--- config.mk ---
export PLATFORM = sky130hd
export DESIGN_NAME = sprite_line_evaluator_flat
export DESIGN_NICKNAME = d
export VERILOG_FILES = /design/src/rtl/core/sle_pkg.sv /design/src/rtl/core/sle_req_if.sv /design/src/rtl/core/sle_rsp_if.sv /design/src/rtl/core/sle_sprite_ram.sv /design/src/rtl/core/sle_scan_unit.sv /design/src/rtl/core/sprite_line_evaluator.sv /design/src/flat_wrapper.sv
export SDC_FILE = /design/constraint.sdc
export NUM_CORES = 2
export LEC_CHECK = 0
export BUFFER_PORTS_ARGS = -buffer_cell sky130_fd_sc_hd__buf_2
export CAP_MARGIN = 20
export CORE_ASPECT_RATIO = 1.2
export CORE_MARGIN = 3
export CORE_UTILIZATION = 45
export CTS_BUF_LIST = sky130_fd_sc_hd__clkbuf_16
export CTS_CLUSTER_SIZE = 16
export DETAILED_ROUTE_END_ITERATION = 12
export GPL_ROUTABILITY_DRIVEN = 0
export PLACE_DENSITY = 0.57
export REMOVE_ABC_BUFFERS = 1
export SETUP_SLACK_MARGIN = 0.15
export SYNTH_ARGS = -nofsm -noshare
export SYNTH_HDL_FRONTEND = slang
export SYNTH_SLANG_ARGS = --single-unit
--- constraint.sdc ---
create_clock -name clock -period 16.8 [get_ports clock]
set_input_delay 1.68 -clock clock [delete_from_list [all_inputs] [get_ports clock]]
set_output_delay 1.68 -clock clock [all_outputs]
set_load 0.05 [all_outputs]
--- src/rtl/core/sle_pkg.sv ---
package sle_pkg;

   localparam int SPRITE_ENTRIES_DEF   = 64;
   localparam int MAX_LINE_SPRITES_DEF = 8;

   localparam int BYTE_W         = 8;
   localparam int BYTES_PER_WORD = 4;
   localparam int WORD_W         = BYTE_W * BYTES_PER_WORD;
   localparam int MEM_WORDS      = 64;
   localparam int WORD_ADDR_W    = 6;
   localparam int LANE_W         = 2;
   localparam int OP_W           = 3;

   localparam logic [OP_W-1:0] OP_SET_ADDR    = 3'd0;
   localparam logic [OP_W-1:0] OP_WRITE       = 3'd1;
   localparam logic [OP_W-1:0] OP_READ        = 3'd2;
   localparam logic [OP_W-1:0] OP_EVALUATE    = 3'd3;
   localparam logic [OP_W-1:0] OP_FRAME_START = 3'd4;

   typedef enum logic [1:0] {
      ST_IDLE,
      ST_RESULT,
      ST_SCAN,
      ST_EMIT
   } state_type;

   typedef struct packed {
      logic start;
      logic word_valid;
      logic word_first;
      logic tall;
   } scan_ctrl_type;

   typedef struct packed {
      logic zero_hit;
      logic overflow_hit;
   } scan_stat_type;

endpackage

--- src/rtl/core/sle_req_if.sv ---
interface sle_req_if import sle_pkg::*; ();
   logic              valid;
   logic              ready;
   logic [OP_W-1:0]   operation;
   logic [BYTE_W-1:0] value;
   logic [BYTE_W-1:0] scanline;

   modport source (output valid, operation, value, scanline, input ready);
   modport sink (input valid, operation, value, scanline, output ready);
endinterface

--- src/rtl/core/sle_rsp_if.sv ---
interface sle_rsp_if import sle_pkg::*; ();
   logic              valid;
   logic              ready;
   logic [BYTE_W-1:0] read_data;
   logic [BYTE_W-1:0] sprite_y;
   logic [BYTE_W-1:0] sprite_tile;
   logic [BYTE_W-1:0] sprite_attr;
   logic [BYTE_W-1:0] sprite_x;
   logic              sprite_valid;
   logic              overflow;
   logic              sprite_zero_on_line;
   logic              last;

   modport source (output valid, read_data, sprite_y, sprite_tile, sprite_attr, sprite_x,
                   sprite_valid, overflow, sprite_zero_on_line, last, input ready);
   modport sink (input valid, read_data, sprite_y, sprite_tile, sprite_attr, sprite_x,
                 sprite_valid, overflow, sprite_zero_on_line, last, output ready);
endinterface

--- src/rtl/core/sle_sprite_ram.sv ---
// Sprite attribute memory: one four-byte entry per word, byte-lane writes.
module sle_sprite_ram import sle_pkg::*; (
   input  logic                   clock,
   input  logic                   write_enable,
   input  logic [WORD_ADDR_W-1:0] write_addr,
   input  logic [LANE_W-1:0]      write_lane,
   input  logic [BYTE_W-1:0]      write_byte,
   input  logic [WORD_ADDR_W-1:0] read_addr,
   output logic [WORD_W-1:0]      read_word
);

   logic [WORD_W-1:0] mem [MEM_WORDS];
   logic [WORD_W-1:0] read_word_ff;

   always_ff @(posedge clock) begin
      if (write_enable) begin
         for (int b = 0; b < BYTES_PER_WORD; b++) begin
            if (write_lane == LANE_W'(b)) begin
               mem[write_addr][b*BYTE_W +: BYTE_W] <= write_byte;
            end
         end
      end
      read_word_ff <= mem[read_addr];
   end

   assign read_word = read_word_ff;

endmodule

--- src/rtl/core/sle_scan_unit.sv ---
// Per-entry range test, found-sprite buffer and overflow byte search.
module sle_scan_unit import sle_pkg::*; #(
   parameter  int MAX_LINE_SPRITES = MAX_LINE_SPRITES_DEF,
   localparam int CNT_W = $clog2(MAX_LINE_SPRITES + 1),
   localparam int IDX_W = (MAX_LINE_SPRITES > 1) ? $clog2(MAX_LINE_SPRITES) : 1
) (
   input  logic              clock,
   input  logic              reset,
   input  scan_ctrl_type     ctrl,
   input  logic [BYTE_W-1:0] scanline,
   input  logic [WORD_W-1:0] word,
   input  logic [IDX_W-1:0]  emit_index,
   output logic [CNT_W-1:0]  count,
   output scan_stat_type     status,
   output logic [WORD_W-1:0] found_word
);

   function automatic logic in_range(logic [BYTE_W-1:0] line, logic [BYTE_W-1:0] y,
                                     logic tall);
      logic [BYTE_W:0] diff;
      diff = {1'b0, line} - {1'b0, y};
      return !diff[BYTE_W] && (tall ? (diff[BYTE_W-1:4] == '0) : (diff[BYTE_W-1:3] == '0));
   endfunction

   logic [WORD_W-1:0] buffer [MAX_LINE_SPRITES];
   logic [CNT_W-1:0]  count_ff, count_in;
   logic [LANE_W-1:0] byte_sel_ff, byte_sel_in;
   logic              zero_ff, zero_in;
   logic              store;
   logic              overflow_hit;
   logic [BYTE_W-1:0] probe;

   assign probe = word[{byte_sel_ff, 3'b000} +: BYTE_W];

   always_comb begin
      count_in     = count_ff;
      byte_sel_in  = byte_sel_ff;
      zero_in      = zero_ff;
      store        = 1'b0;
      overflow_hit = 1'b0;
      if (ctrl.start) begin
         count_in    = '0;
         byte_sel_in = '0;
         zero_in     = 1'b0;
      end else if (ctrl.word_valid) begin
         if (count_ff < CNT_W'(MAX_LINE_SPRITES)) begin
            if (in_range(scanline, word[BYTE_W-1:0], ctrl.tall)) begin
               store    = 1'b1;
               count_in = count_ff + CNT_W'(1);
               if (ctrl.word_first) begin
                  zero_in = 1'b1;
               end
            end
         end else if (in_range(scanline, probe, ctrl.tall)) begin
            overflow_hit = 1'b1;
         end else begin
            // Buffer full and a miss: step to the next byte of the next entry.
            byte_sel_in = byte_sel_ff + LANE_W'(1);
         end
      end
   end

   always_ff @(posedge clock) begin
      if (reset) begin
         count_ff    <= '0;
         byte_sel_ff <= '0;
         zero_ff     <= 1'b0;
      end else begin
         count_ff    <= count_in;
         byte_sel_ff <= byte_sel_in;
         zero_ff     <= zero_in;
      end
   end

   always_ff @(posedge clock) begin
      if (store) begin
         buffer[count_ff[IDX_W-1:0]] <= word;
      end
   end

   assign count               = count_ff;
   assign found_word          = buffer[emit_index];
   assign status.zero_hit     = zero_ff;
   assign status.overflow_hit = overflow_hit;

endmodule

--- src/rtl/core/sprite_line_evaluator.sv ---
// Channel   | Direction | Handshake           | Payload
// req_chan  | in        | valid/ready         | operation, value, scanline
// rsp_chan  | out       | valid/ready         | read_data, sprite bytes, flags, last
// csr       | in        | csr_write_enable    | csr_write_data (tall_sprites)
//
// One transaction at a time. Set address, write, read, frame start and unused codes
// pass through ST_RESULT, which loads the result register once it is free.
// Line evaluation reads and tests each of the SPRITE_ENTRIES memory entries in turn,
// then emits its results (1 to MAX_LINE_SPRITES) one after another while rsp_chan is ready.
// Reset is synchronous and clears pointer, overflow flag and control; memory is not
// cleared. A stalled rsp_chan holds its result; a new request is taken while it waits.
module sprite_line_evaluator import sle_pkg::*; #(
   parameter int SPRITE_ENTRIES   = SPRITE_ENTRIES_DEF,
   parameter int MAX_LINE_SPRITES = MAX_LINE_SPRITES_DEF
) (
   input  logic       clock,
   input  logic       reset,
   sle_req_if.sink    req_chan,
   sle_rsp_if.source  rsp_chan,
   input  logic       csr_write_enable,
   input  logic       csr_write_data
);

   localparam int ENTRY_W = $clog2(SPRITE_ENTRIES);
   localparam int CNT_W   = $clog2(MAX_LINE_SPRITES + 1);
   localparam int IDX_W   = (MAX_LINE_SPRITES > 1) ? $clog2(MAX_LINE_SPRITES) : 1;
   localparam logic [ENTRY_W-1:0] ENTRY_LAST = ENTRY_W'(SPRITE_ENTRIES - 1);

   // Control state
   state_type          state_ff, state_in;
   logic [BYTE_W-1:0]  pointer_ff, pointer_in;
   logic               overflow_ff, overflow_in;
   logic               tall_ff, tall_in;
   logic [ENTRY_W-1:0] issue_n_ff, issue_n_in;
   logic               issue_done_ff, issue_done_in;
   logic               proc_valid_ff, proc_valid_in;
   logic [ENTRY_W-1:0] proc_n_ff, proc_n_in;
   logic               is_read_ff, is_read_in;
   logic [CNT_W-1:0]   emit_idx_ff, emit_idx_in;
   logic               rsp_valid_ff, rsp_valid_in;

   // Payload
   logic [BYTE_W-1:0]  scanline_ff, scanline_in;
   logic [BYTE_W-1:0]  rd_ff, rd_in;
   logic [WORD_W-1:0]  sprite_ff, sprite_in;
   logic               sprite_valid_ff, sprite_valid_in;
   logic               ovf_out_ff, ovf_out_in;
   logic               zero_out_ff, zero_out_in;
   logic               last_ff, last_in;

   logic                   accept;
   logic                   slot_free;
   logic                   emit_last;
   logic                   mem_write;
   logic [WORD_ADDR_W-1:0] read_addr;
   logic [WORD_W-1:0]      ram_word;
   scan_ctrl_type          scan_ctrl;
   scan_stat_type          scan_stat;
   logic [CNT_W-1:0]       found_count;
   logic [WORD_W-1:0]      found_word;

   sle_sprite_ram u_ram (
      .clock        (clock),
      .write_enable (mem_write),
      .write_addr   (pointer_ff[BYTE_W-1:LANE_W]),
      .write_lane   (pointer_ff[LANE_W-1:0]),
      .write_byte   (req_chan.value),
      .read_addr    (read_addr),
      .read_word    (ram_word)
   );

   sle_scan_unit #(
      .MAX_LINE_SPRITES (MAX_LINE_SPRITES)
   ) u_scan (
      .clock      (clock),
      .reset      (reset),
      .ctrl       (scan_ctrl),
      .scanline   (scanline_ff),
      .word       (ram_word),
      .emit_index (emit_idx_ff[IDX_W-1:0]),
      .count      (found_count),
      .status     (scan_stat),
      .found_word (found_word)
   );

   assign req_chan.ready = (state_ff == ST_IDLE);
   assign accept         = req_chan.valid && req_chan.ready;
   // The result register frees when empty or when its transaction completes.
   assign slot_free      = !rsp_valid_ff || rsp_chan.ready;
   assign emit_last      = (found_count == '0) || (emit_idx_ff == found_count - CNT_W'(1));
   assign tall_in        = csr_write_enable ? csr_write_data : tall_ff;

   always_comb begin
      state_in        = state_ff;
      pointer_in      = pointer_ff;
      overflow_in     = overflow_ff;
      issue_n_in      = issue_n_ff;
      issue_done_in   = issue_done_ff;
      proc_valid_in   = 1'b0;
      proc_n_in       = proc_n_ff;
      is_read_in      = is_read_ff;
      emit_idx_in     = emit_idx_ff;
      scanline_in     = scanline_ff;
      rsp_valid_in    = rsp_valid_ff && !rsp_chan.ready;
      rd_in           = rd_ff;
      sprite_in       = sprite_ff;
      sprite_valid_in = sprite_valid_ff;
      ovf_out_in      = ovf_out_ff;
      zero_out_in     = zero_out_ff;
      last_in         = last_ff;
      mem_write       = 1'b0;
      // Outside a scan, keep the word under the pointer in the memory output.
      read_addr       = pointer_ff[BYTE_W-1:LANE_W];
      scan_ctrl       = '{start: 1'b0, word_valid: 1'b0, word_first: 1'b0, tall: tall_ff};

      unique case (state_ff)
         ST_IDLE: begin
            if (accept) begin
               is_read_in = 1'b0;
               state_in   = ST_RESULT;
               unique case (req_chan.operation)
                  OP_SET_ADDR: begin
                     pointer_in = req_chan.value;
                  end
                  OP_WRITE: begin
                     mem_write  = 1'b1;
                     pointer_in = pointer_ff + BYTE_W'(1);
                  end
                  OP_READ: begin
                     is_read_in = 1'b1;
                  end
                  OP_EVALUATE: begin
                     scanline_in     = req_chan.scanline;
                     issue_n_in      = '0;
                     issue_done_in   = 1'b0;
                     scan_ctrl.start = 1'b1;
                     state_in        = ST_SCAN;
                  end
                  OP_FRAME_START: begin
                     overflow_in = 1'b0;
                  end
                  default: begin
                     // Unused codes: answer with an empty result and change nothing.
                  end
               endcase
            end
         end

         ST_RESULT: begin
            if (slot_free) begin
               rsp_valid_in    = 1'b1;
               rd_in           = is_read_ff ? ram_word[{pointer_ff[LANE_W-1:0], 3'b000} +: BYTE_W]
                                            : '0;
               sprite_in       = '0;
               sprite_valid_in = 1'b0;
               ovf_out_in      = overflow_ff;
               zero_out_in     = 1'b0;
               last_in         = 1'b1;
               state_in        = ST_IDLE;
            end
         end

         ST_SCAN: begin
            // Issue one entry read a cycle; the word is tested in the next cycle.
            read_addr     = WORD_ADDR_W'(issue_n_ff);
            proc_valid_in = !issue_done_ff;
            proc_n_in     = issue_n_ff;
            if (!issue_done_ff) begin
               issue_n_in = issue_n_ff + ENTRY_W'(1);
               if (issue_n_ff == ENTRY_LAST) begin
                  issue_done_in = 1'b1;
               end
            end
            scan_ctrl.word_valid = proc_valid_ff;
            scan_ctrl.word_first = (proc_n_ff == '0);
            if (scan_stat.overflow_hit) begin
               overflow_in = 1'b1;
            end
            if (proc_valid_ff && (proc_n_ff == ENTRY_LAST)) begin
               emit_idx_in = '0;
               state_in    = ST_EMIT;
            end
         end

         ST_EMIT: begin
            if (slot_free) begin
               rsp_valid_in    = 1'b1;
               rd_in           = '0;
               sprite_in       = (found_count != '0) ? found_word : '0;
               sprite_valid_in = (found_count != '0);
               ovf_out_in      = overflow_ff;
               zero_out_in     = scan_stat.zero_hit;
               last_in         = emit_last;
               emit_idx_in     = emit_idx_ff + CNT_W'(1);
               if (emit_last) begin
                  state_in = ST_IDLE;
               end
            end
         end
      endcase
   end

   always_ff @(posedge clock) begin
      if (reset) begin
         state_ff      <= ST_IDLE;
         pointer_ff    <= '0;
         overflow_ff   <= 1'b0;
         tall_ff       <= 1'b0;
         issue_n_ff    <= '0;
         issue_done_ff <= 1'b0;
         proc_valid_ff <= 1'b0;
         proc_n_ff     <= '0;
         is_read_ff    <= 1'b0;
         emit_idx_ff   <= '0;
         rsp_valid_ff  <= 1'b0;
      end else begin
         state_ff      <= state_in;
         pointer_ff    <= pointer_in;
         overflow_ff   <= overflow_in;
         tall_ff       <= tall_in;
         issue_n_ff    <= issue_n_in;
         issue_done_ff <= issue_done_in;
         proc_valid_ff <= proc_valid_in;
         proc_n_ff     <= proc_n_in;
         is_read_ff    <= is_read_in;
         emit_idx_ff   <= emit_idx_in;
         rsp_valid_ff  <= rsp_valid_in;
      end
   end

   always_ff @(posedge clock) begin
      scanline_ff     <= scanline_in;
      rd_ff           <= rd_in;
      sprite_ff       <= sprite_in;
      sprite_valid_ff <= sprite_valid_in;
      ovf_out_ff      <= ovf_out_in;
      zero_out_ff     <= zero_out_in;
      last_ff         <= last_in;
   end

   // Sprite bytes sit in memory order: Y, tile, attribute, X.
   assign rsp_chan.valid               = rsp_valid_ff;
   assign rsp_chan.read_data           = rd_ff;
   assign rsp_chan.sprite_y            = sprite_ff[0*BYTE_W +: BYTE_W];
   assign rsp_chan.sprite_tile         = sprite_ff[1*BYTE_W +: BYTE_W];
   assign rsp_chan.sprite_attr         = sprite_ff[2*BYTE_W +: BYTE_W];
   assign rsp_chan.sprite_x            = sprite_ff[3*BYTE_W +: BYTE_W];
   assign rsp_chan.sprite_valid        = sprite_valid_ff;
   assign rsp_chan.overflow            = ovf_out_ff;
   assign rsp_chan.sprite_zero_on_line = zero_out_ff;
   assign rsp_chan.last                = last_ff;

endmodule

--- src/flat_wrapper.sv ---
// flat-port wrapper written by rule: the top's interface ports become plain ports
module sprite_line_evaluator_flat import sle_pkg::*;
#(
   parameter int SPRITE_ENTRIES   = SPRITE_ENTRIES_DEF,
   parameter int MAX_LINE_SPRITES = MAX_LINE_SPRITES_DEF
)
  (clock, reset, csr_write_enable, csr_write_data, req_chan_valid, req_chan_operation, req_chan_value, req_chan_scanline, req_chan_ready, rsp_chan_valid, rsp_chan_read_data, rsp_chan_sprite_y, rsp_chan_sprite_tile, rsp_chan_sprite_attr, rsp_chan_sprite_x, rsp_chan_sprite_valid, rsp_chan_overflow, rsp_chan_sprite_zero_on_line, rsp_chan_last, rsp_chan_ready);
  sle_req_if req_chan_i ();
  sle_rsp_if rsp_chan_i ();
  input  logic clock;
  input  logic reset;
  input  logic csr_write_enable;
  input  logic csr_write_data;
  input wire logic [$bits(req_chan_i.valid)-1:0] req_chan_valid;
  input wire logic [$bits(req_chan_i.operation)-1:0] req_chan_operation;
  input wire logic [$bits(req_chan_i.value)-1:0] req_chan_value;
  input wire logic [$bits(req_chan_i.scanline)-1:0] req_chan_scanline;
  output wire logic [$bits(req_chan_i.ready)-1:0] req_chan_ready;
  output wire logic [$bits(rsp_chan_i.valid)-1:0] rsp_chan_valid;
  output wire logic [$bits(rsp_chan_i.read_data)-1:0] rsp_chan_read_data;
  output wire logic [$bits(rsp_chan_i.sprite_y)-1:0] rsp_chan_sprite_y;
  output wire logic [$bits(rsp_chan_i.sprite_tile)-1:0] rsp_chan_sprite_tile;
  output wire logic [$bits(rsp_chan_i.sprite_attr)-1:0] rsp_chan_sprite_attr;
  output wire logic [$bits(rsp_chan_i.sprite_x)-1:0] rsp_chan_sprite_x;
  output wire logic [$bits(rsp_chan_i.sprite_valid)-1:0] rsp_chan_sprite_valid;
  output wire logic [$bits(rsp_chan_i.overflow)-1:0] rsp_chan_overflow;
  output wire logic [$bits(rsp_chan_i.sprite_zero_on_line)-1:0] rsp_chan_sprite_zero_on_line;
  output wire logic [$bits(rsp_chan_i.last)-1:0] rsp_chan_last;
  input wire logic [$bits(rsp_chan_i.ready)-1:0] rsp_chan_ready;
  assign req_chan_i.valid = req_chan_valid;
  assign req_chan_i.operation = req_chan_operation;
  assign req_chan_i.value = req_chan_value;
  assign req_chan_i.scanline = req_chan_scanline;
  assign req_chan_ready = req_chan_i.ready;
  assign rsp_chan_valid = rsp_chan_i.valid;
  assign rsp_chan_read_data = rsp_chan_i.read_data;
  assign rsp_chan_sprite_y = rsp_chan_i.sprite_y;
  assign rsp_chan_sprite_tile = rsp_chan_i.sprite_tile;
  assign rsp_chan_sprite_attr = rsp_chan_i.sprite_attr;
  assign rsp_chan_sprite_x = rsp_chan_i.sprite_x;
  assign rsp_chan_sprite_valid = rsp_chan_i.sprite_valid;
  assign rsp_chan_overflow = rsp_chan_i.overflow;
  assign rsp_chan_sprite_zero_on_line = rsp_chan_i.sprite_zero_on_line;
  assign rsp_chan_last = rsp_chan_i.last;
  assign rsp_chan_i.ready = rsp_chan_ready;
  sprite_line_evaluator #(.SPRITE_ENTRIES(SPRITE_ENTRIES), .MAX_LINE_SPRITES(MAX_LINE_SPRITES)) u_core (.clock(clock), .reset(reset), .req_chan(req_chan_i), .rsp_chan(rsp_chan_i), .csr_write_enable(csr_write_enable), .csr_write_data(csr_write_data));
endmodule
==> flow_summary.toml <==
[outcome]
outcome = "complete, no violations"

[final_layout]
stdcell_area_sq_mm = 0.1049
nets = 5277
layout_common_cells = "edfxtp_1 (2356), nand2_1 (540), mux4_2 (463)"
multi_input_area_sq_mm = 0.02068
num-fill-cells = 16790
drive_gt1_share_pct = 18.14
final_common_cell = "edfxtp_1"
layout.cells.non_filler = 8197
layout-area-overhead-vs-synth_pct = 11.33
seq_area_sq_mm = 0.07224

[synthesis]
syn-cell-area_sq_mm = 0.09424
synthCells = 5148
synth_top_area_share_pct = 75.07
ys_seq_area_share_pct = 76.64
synth_area_per_cell_sq_um = 18.31
yosysWarnings = 0
ys_async_sr_fraction_pct = 0
synth_top_cell_by_area = "edfxtp_1"
synth_ff_type = "edfxtp_1"
ys_ff_latch = 2430
synth_cell_types = 62
synth-edff-count = 2356
synthTopCellsByArea = "edfxtp_1 (75%), mux4_2 (11%), nand2_1 (2.2%)"

[power]
p_clk_share_pct = 39.2
max-vdd-ir-drop_mv = 0.1178
p_sw_share_pct = 23.04
power_density_mw_per_mm2 = 120.4
pwr-share-seq_pct = 54.3
p_leak_uw = 0.03234
internal_power_uw = 9720
combPwrFrac_pct = 6.5
p_switching_uw = 2909

[setup_path]
worst-r2r-cell-count = 10
worstPathRequired_ns = 17.53
endpoint_kind = "flop"
cp-start-kind = "flop"
r2r_setup_slack_ns = 10.80
r2r_end = "u_core.u_ram.read_word[25]"
worst_ep_arrival_time_ns = 6.73
reg2reg_from = "u_core.state_ff[1]"
cp_max_fo = 98
worstSetupPathType = "flop to flop"

[sta]
min_period_ns = 6.004
final-hold-violation-count = 0
max_freq_mhz = 166.6
maxSlewViolCount = 0
fin_worst_skew_ns = 0.03408
finalSetupViolCount = 0
grt_setup_unrepaired = "no"
relSlewSlack_pct = 19.69
worst_pin_slew_ns = 1.205
post-route-period-util_pct = 35.74
finalSetupTns_ns = 0

[route]
drt_iter0_drc = 5411
vias = 49201
wl_um = 251600
wl_per_cell_um = 30.70
first_pass_iters = 7
ant_nets = 0
drc_errors = 0
vias_per_cell = 6.002

[grt]
grt_use_total_pct = 23.36
antenna_found_initial = 8
grt_max_degree = 154
grt_pass1_wl_um = 361500
grt.overflow.total = 0
grt_pass1_vias = 49282

[flow_run]
drv_cap = 0

[clock_tree]
cts_made_buffers = 228
post_cts_resized = 0
cts.sinks = 2430
cts_root_buffer = "clkbuf_16"
h-tree-depth = 4
cts-hold-fix-buffers = 0
clockBufferDepth = 3
path_clk_slew_ns = 0.06
post-cts-setup-buffers = 0
clk_latency_ns = 0.86
cts_tree = "yes"

[min_path]
hp-class = "flop to flop"
min-delay-start = "u_core.u_scan.zero_ff"
holdPathEnd = "u_core.u_scan.zero_ff"
worstHoldPathCells = 2

[die]
die_w_um = 423.8
rows = 183
core_sq_mm = 0.2077
io_pins = 71
die_y_um = 507.3
die-area_sq_mm = 0.2150
initial_core_util_pct = 45.38

[placed_design]
post_dp_cell_area_sq_mm = 0.09773
portBuffers = 70
dp_hpwl_um = 153000
dp_cells = 7769
==> metrics by stage <==
stage	total power, uW	util [%]	hold WS [ns]	setup WS, ns
after global placement	7801	47.05	0.4203	10.78
after detailed placement	7812	47.06	0.4297	10.69
after floorplan	7628	-	0.4087	-28.53
after CTS	12710	50.48	0.4516	10.68
after global routing	13000	50.51	0.4713	10.39
final	12630	50.52	0.4477	10.80
==> cells in the mapped netlist (35+ instances only) <==
cell type	number
mux4_2	463
dfxtp_1	74
a22oi_1	130
clkbuf_1	170
mux2i_1	46
nand3_1	209
o21ai_0	54
buf_2	78
nor2_1	403
o2111ai_1	95
edfxtp_1	2356
buf_1	37
a31oi_1	37
inv_1	35
a21oi_1	156
nand2_1	541
==> worst max path at each step <==
stage / from / end / slack, ns / depth (start not counted)
CTS: u_core.state_ff[1] / u_core.u_ram.read_word[25] / 10.68 / 10
finish: u_core.state_ff[1] / u_core.u_ram.read_word[25] / 10.80 / 10
global placement: u_core.state_ff[1] / u_core.u_ram.read_word[25] / 10.78 / 10
detailed placement: u_core.state_ff[1] / u_core.u_ram.read_word[25] / 10.69 / 10
floorplan: u_core.state_ff[1] / u_core.u_ram.read_word[30] / -28.53 / 7
global route: u_core.state_ff[1] / u_core.u_ram.read_word[25] / 10.39 / 10
==> worst max-delay path, stage by stage (launching register included) <==
cell and delay, ns:
dfxtp_1 0.61, nand2b_1 0.44, a21boi_4 0.25, buf_4 0.71, buf_12 0.60, buf_12 0.55, buf_4 0.77, mux4_2 0.61
a22oi_1 0.42, a21oi_1 0.21, or4_1 0.43
==> sequential cells by signal, summed over array words and instances (netlist names), 6 cells and up, named ones only <==
register                   flops
u_core.u_ram.mem            2048
u_core.proc_n_ff               6
u_core.rsp_chan.read_data      8
u_core.u_ram.read_word        32
u_core.pointer_ff              8
u_core.scanline_ff             8
u_core.u_scan.buffer         256
u_core.sprite_ff              32
u_core.issue_n_ff              6
==> layout make-up <==
class	count	share of cell area, %
Antenna cell	4	0.009541
Clock inverter	187	1.214
Timing Repair Buffer	165	1.219
Multi-Input combinational cell	2368	19.71
Inverter	35	0.1252
Clock buffer	233	5.558
Tap cell	2775	3.309
Sequential cell	2430	68.85
==> cell families after synthesis <==
logic type,count (synthesis),synth area share [%]
flops,2430,76.64
compound gates,549,3.933
buf+inv,350,1.682
simple gates,1267,5.677
fa+ha+maj,24,0.3186
mux,513,11.61
xor+xnor,15,0.1394
==> power groups by stage <==
stage / logic (uW) / clock network (uW) / registers (uW)
final: 821 / 4950 / 6860
after global routing: 873 / 5260 / 6860
after CTS: 825 / 5030 / 6860
after detailed placement: 823 / 0 / 6990
after global placement: 814 / 0 / 6990
after floorplan: 611 / 0 / 7020
==> per-layer routing <==
metal	global-route usage [%]	wire [um]	part of all wire, %	vias up
met5	0	13	0.0052	-
met4	7.860	8822	3.5	2
met3	3.440	16800	6.7	377
met2	38.89	125300	50	1969
met1	31.79	100700	40	26092
li1	-	-	-	20761
(Power assumes the default switching activity.)
